<file path="src/neighbor_list_skin_tracker_defines.svh">
// Assertion macros shared by the skin tracker RTL.
`ifndef NEIGHBOR_LIST_SKIN_TRACKER_DEFINES_SVH
`define NEIGHBOR_LIST_SKIN_TRACKER_DEFINES_SVH

// Same-cycle implication, sampled on clk_i, off while rst_ni is low.
`define NLST_ASSERT_SAME(label, ante, cons, msg) \
  label: assert property (@(posedge clk_i) disable iff (!rst_ni) (ante) |-> (cons)) \
    else $error(msg);

// Next-cycle implication, sampled on clk_i, off while rst_ni is low.
`define NLST_ASSERT_NEXT(label, ante, cons, msg) \
  label: assert property (@(posedge clk_i) disable iff (!rst_ni) (ante) |=> (cons)) \
    else $error(msg);

`endif

</file>
<file path="src/nlst_ram.sv">
// Generic single-port synchronous RAM with registered read data.
module nlst_ram #(
  parameter int WIDTH = 8,
  parameter int DEPTH = 16
) (
  input  logic                     clk_i,
  input  logic                     we_i,
  input  logic                     re_i,
  input  logic [$clog2(DEPTH)-1:0] addr_i,
  input  logic [WIDTH-1:0]         wdata_i,
  output logic [WIDTH-1:0]         rdata_o
);

  logic [WIDTH-1:0] mem [DEPTH];
  logic [WIDTH-1:0] rdata_q;

  always_ff @(posedge clk_i) begin
    if (we_i) begin
      mem[addr_i] <= wdata_i;
    end
    if (re_i) begin
      rdata_q <= mem[addr_i];
    end
  end

  assign rdata_o = rdata_q;

endmodule

</file>
<file path="config.mk">
export PLATFORM = sky130hd
export DESIGN_NAME = nlst_ram
export DESIGN_NICKNAME = d
export VERILOG_FILES = /design/src/neighbor_list_skin_tracker_defines.svh /design/src/nlst_ram.sv
export SDC_FILE = /design/constraint.sdc
export NUM_CORES = 1
export LEC_CHECK = 0
export BUFFER_PORTS_ARGS = -buffer_cell sky130_fd_sc_hd__buf_4
export CAP_MARGIN = 10
export CORE_MARGIN = 5
export CORE_UTILIZATION = 40
export CTS_BUF_LIST = sky130_fd_sc_hd__clkbuf_16
export DETAILED_ROUTE_END_ITERATION = 10
export PLACE_DENSITY = 0.63
export SLEW_MARGIN = 30
export SYNTH_ARGS = -nofsm -noshare
export SYNTH_HDL_FRONTEND = slang
export SYNTH_SLANG_ARGS = --single-unit
</file>
<file path="constraint.sdc">
create_clock -name clk_i -period 3.2 [get_ports clk_i]
set_input_delay 0.32 -clock clk_i [delete_from_list [all_inputs] [get_ports clk_i]]
set_output_delay 0.32 -clock clk_i [all_outputs]
set_load 0.05 [all_outputs]
</file>
==> reports/qor.csv <==
metric,value,unit
# DRC,0,
Hold Path Stages,1,
first-pass GRT wire length,15200,um
placed insts,423,
non-filler cells in the finished layout,455,
WL/cell,21.6,um
Worst Skew,0.00650,ns
clock latency at the later pin of the worst-skew pair,0.40,ns
Via-to-Cell Ratio,5.27,
via count,2396,
Setup CP Type,input pin to flop,
CTS buffer count,17,
Final Setup Violations,0,
synth cell count leaders,"136 x edfxtp_1, 32 x mux4_2, 16 x a22oi_1",
synthesized area,0.00515,sq mm
leading area contributor after synthesis,edfxtp_1,
R2R Setup Slk,1.67,ns
TritonCTS clock tree,done,
Overflow after GRT,0,
largest net degree at the start of global routing,40,
vias in the first global route,2511,
clk sink count,136,
Buffers on Ports,22,
RSZ-0062 raised after global routing,false,
reg2reg path depth,3,
RePlAce Congestion,0.753,
critical path launch point type,input pin,
Clock Pin Slew Worst Setup and Hold Paths,0.06,ns
Tcrit/Tclk final,54.9,%
Syn Area/Cell,22.4,sq um
# hold bufs at CTS,0,
area grow syn2layout,19.4,%
core area,0.0126,sq mm
PostCTS Resize Cnt,0,
row cnt,41,
DRT Pass-1 Iters,4,
max_cap viols,0,
H-tree levels,4,
initial core utilization,40.8,%
Slew Limit Fails,0,
share of layout cells above drive strength 1,33.6,%
fmax,0.569,GHz
Slew HR,47.9,%
Final ANT Viol Nets,0,
synth top area cells,"edfxtp_1 79%, mux4_2 14%, a22oi_1 2.3%",
sequential fraction of the synthesis area,79.3,%
GRT Total Usage,14.2,%
WHS Endpoint,rdata_o[7],
Yosys top cell area share,79.3,%
Worst Max-Slew Pin Slew,0.779,ns
# fillers,1037,
reg2reg start,mem[3][3],
Seq cells post-synth,136,
IO Count,23,
VDD IR max,357,uV
reg-to-reg endpoint,rdata_o[3],
routed wire length,9820,um
die footprint,0.0152,sq mm
leak pwr,0.00199,uW
Layout Nets,285,
syn_nets,245,
"Setup Fix Bufs, Post-CTS",0,
Die Width,123,um
initial antenna violation count,0,
min Tclk post-route,1.76,ns
Final Core Density,48.7,%
pwr/cell area,680,mW/mm^2
cell count after synthesis,230,
CTS root buf,clkbuf_16,
top-count cell post-synth,edfxtp_1,
YS warnings,0,
"Distinct cells, synth",17,
Worst Min Path Start,re_i,
CP Data Required Time,3.35,ns
asr flop ratio synth,0,%
chip height,123,um
arrival time at the worst endpoint,1.90,ns
number of DRC markers in iteration 0,287,
setup_tns,0,ns
Hold Fails Final Rpt,0,
Post-synth EDFFs,136,
CP Max Fanout,39,
endpoint type of the worst setup path,flop,
post-DP HPWL,6200,um
min-delay worst type,input pin to flop,
Post-synth top flop,edfxtp_1,
Inserted Diodes,0,
CTS Buffer Depth,2,
run status,completed,
## cells in the final DEF (no fill, tap or decap)
cell type,count
buf_4,32
or3b_2,1
and2_1,1
nor2_1,13
clkinv_4,3
inv_1,1
nand3b_1,2
a22oi_1,16
clkinvlp_4,5
bufinv_16,3
nor2b_1,2
clkinv_1,1
clkbuf_16,17
inv_6,2
mux4_2,32
nand2b_1,2
nand3_1,1
nand2_1,9
edfxtp_1,136
nor3_1,4
## report_power, final
group / leakage, uW / total (uW) / switching, uW / internal (uW)
clock network: 0.000281 / 1950 / 723 / 1230
registers: 0.00124 / 2020 / 11.1 / 2010
logic: 0.000469 / 215 / 133 / 81.4
total: 0.00199 / 4180 / 868 / 3320
## cell families (layout without fill, tap and decap cells)
logic type / count (synthesis) / count (layout) / share of synthesized area, %
simple gates: 35 / 35 / 3.16
flops: 136 / 136 / 79.3
compound gates: 16 / 16 / 2.33
mux: 32 / 32 / 14.0
buf+inv: 11 / 64 / 1.17
## worst max path at each step
stage	start	end
after floorplan	addr_i[2]	mem[0][0]
after global placement	addr_i[0]	rdata_o[0]
after detailed placement	addr_i[0]	rdata_o[1]
after CTS	addr_i[0]	rdata_o[3]
after global routing	addr_i[0]	rdata_o[3]
final	addr_i[0]	rdata_o[3]
## cell type report
cell class | count | area, sq um | area share [%]
sequential | 136 | 4080 | 66.4
multi-input combinational | 83 | 1000 | 16.3
clock buffer | 17 | 425 | 6.92
clock inverter | 15 | 179 | 2.91
tap | 172 | 215 | 3.50
timing repair buffer | 32 | 240 | 3.91
## registers in the layout, indices dropped and copies added (netlist names)
name,count
mem,128
rdata_o,8
## through the flow
| stage | worst slack, ns | hold slack, ns | instance area (sq um) | power [uW] |
|---|---|---|---|---|
| floorplan | 1.39 | 0.419 | 5150 | 2190 |
| global placement | 1.03 | 0.630 | 5540 | 2270 |
| detailed placement | 1.04 | 0.634 | 5540 | 2270 |
| CTS | 1.44 | 0.204 | 6150 | 4210 |
| global route | 1.33 | 0.201 | 6150 | 4320 |
| finish | 1.44 | 0.218 | 6150 | 4180 |
## layer usage
layer  GRT usage [%]  routed length (um)  part of all wire [%]  vias up
met4            4.98                 113                   1.2        0
li1                -                   -                     -     1049
met3            3.43                 472                   4.8       12
met1            18.9                4270                    43     1259
met5               0                   0                     0        -
met2            22.8                4960                    51       76
## critical path: stages
cell	delay, ns
buf_4	0.55
mux4_2	0.58
a22oi_1	0.31
nand2_1	0.12
Power figures use the tool's default switching activity.
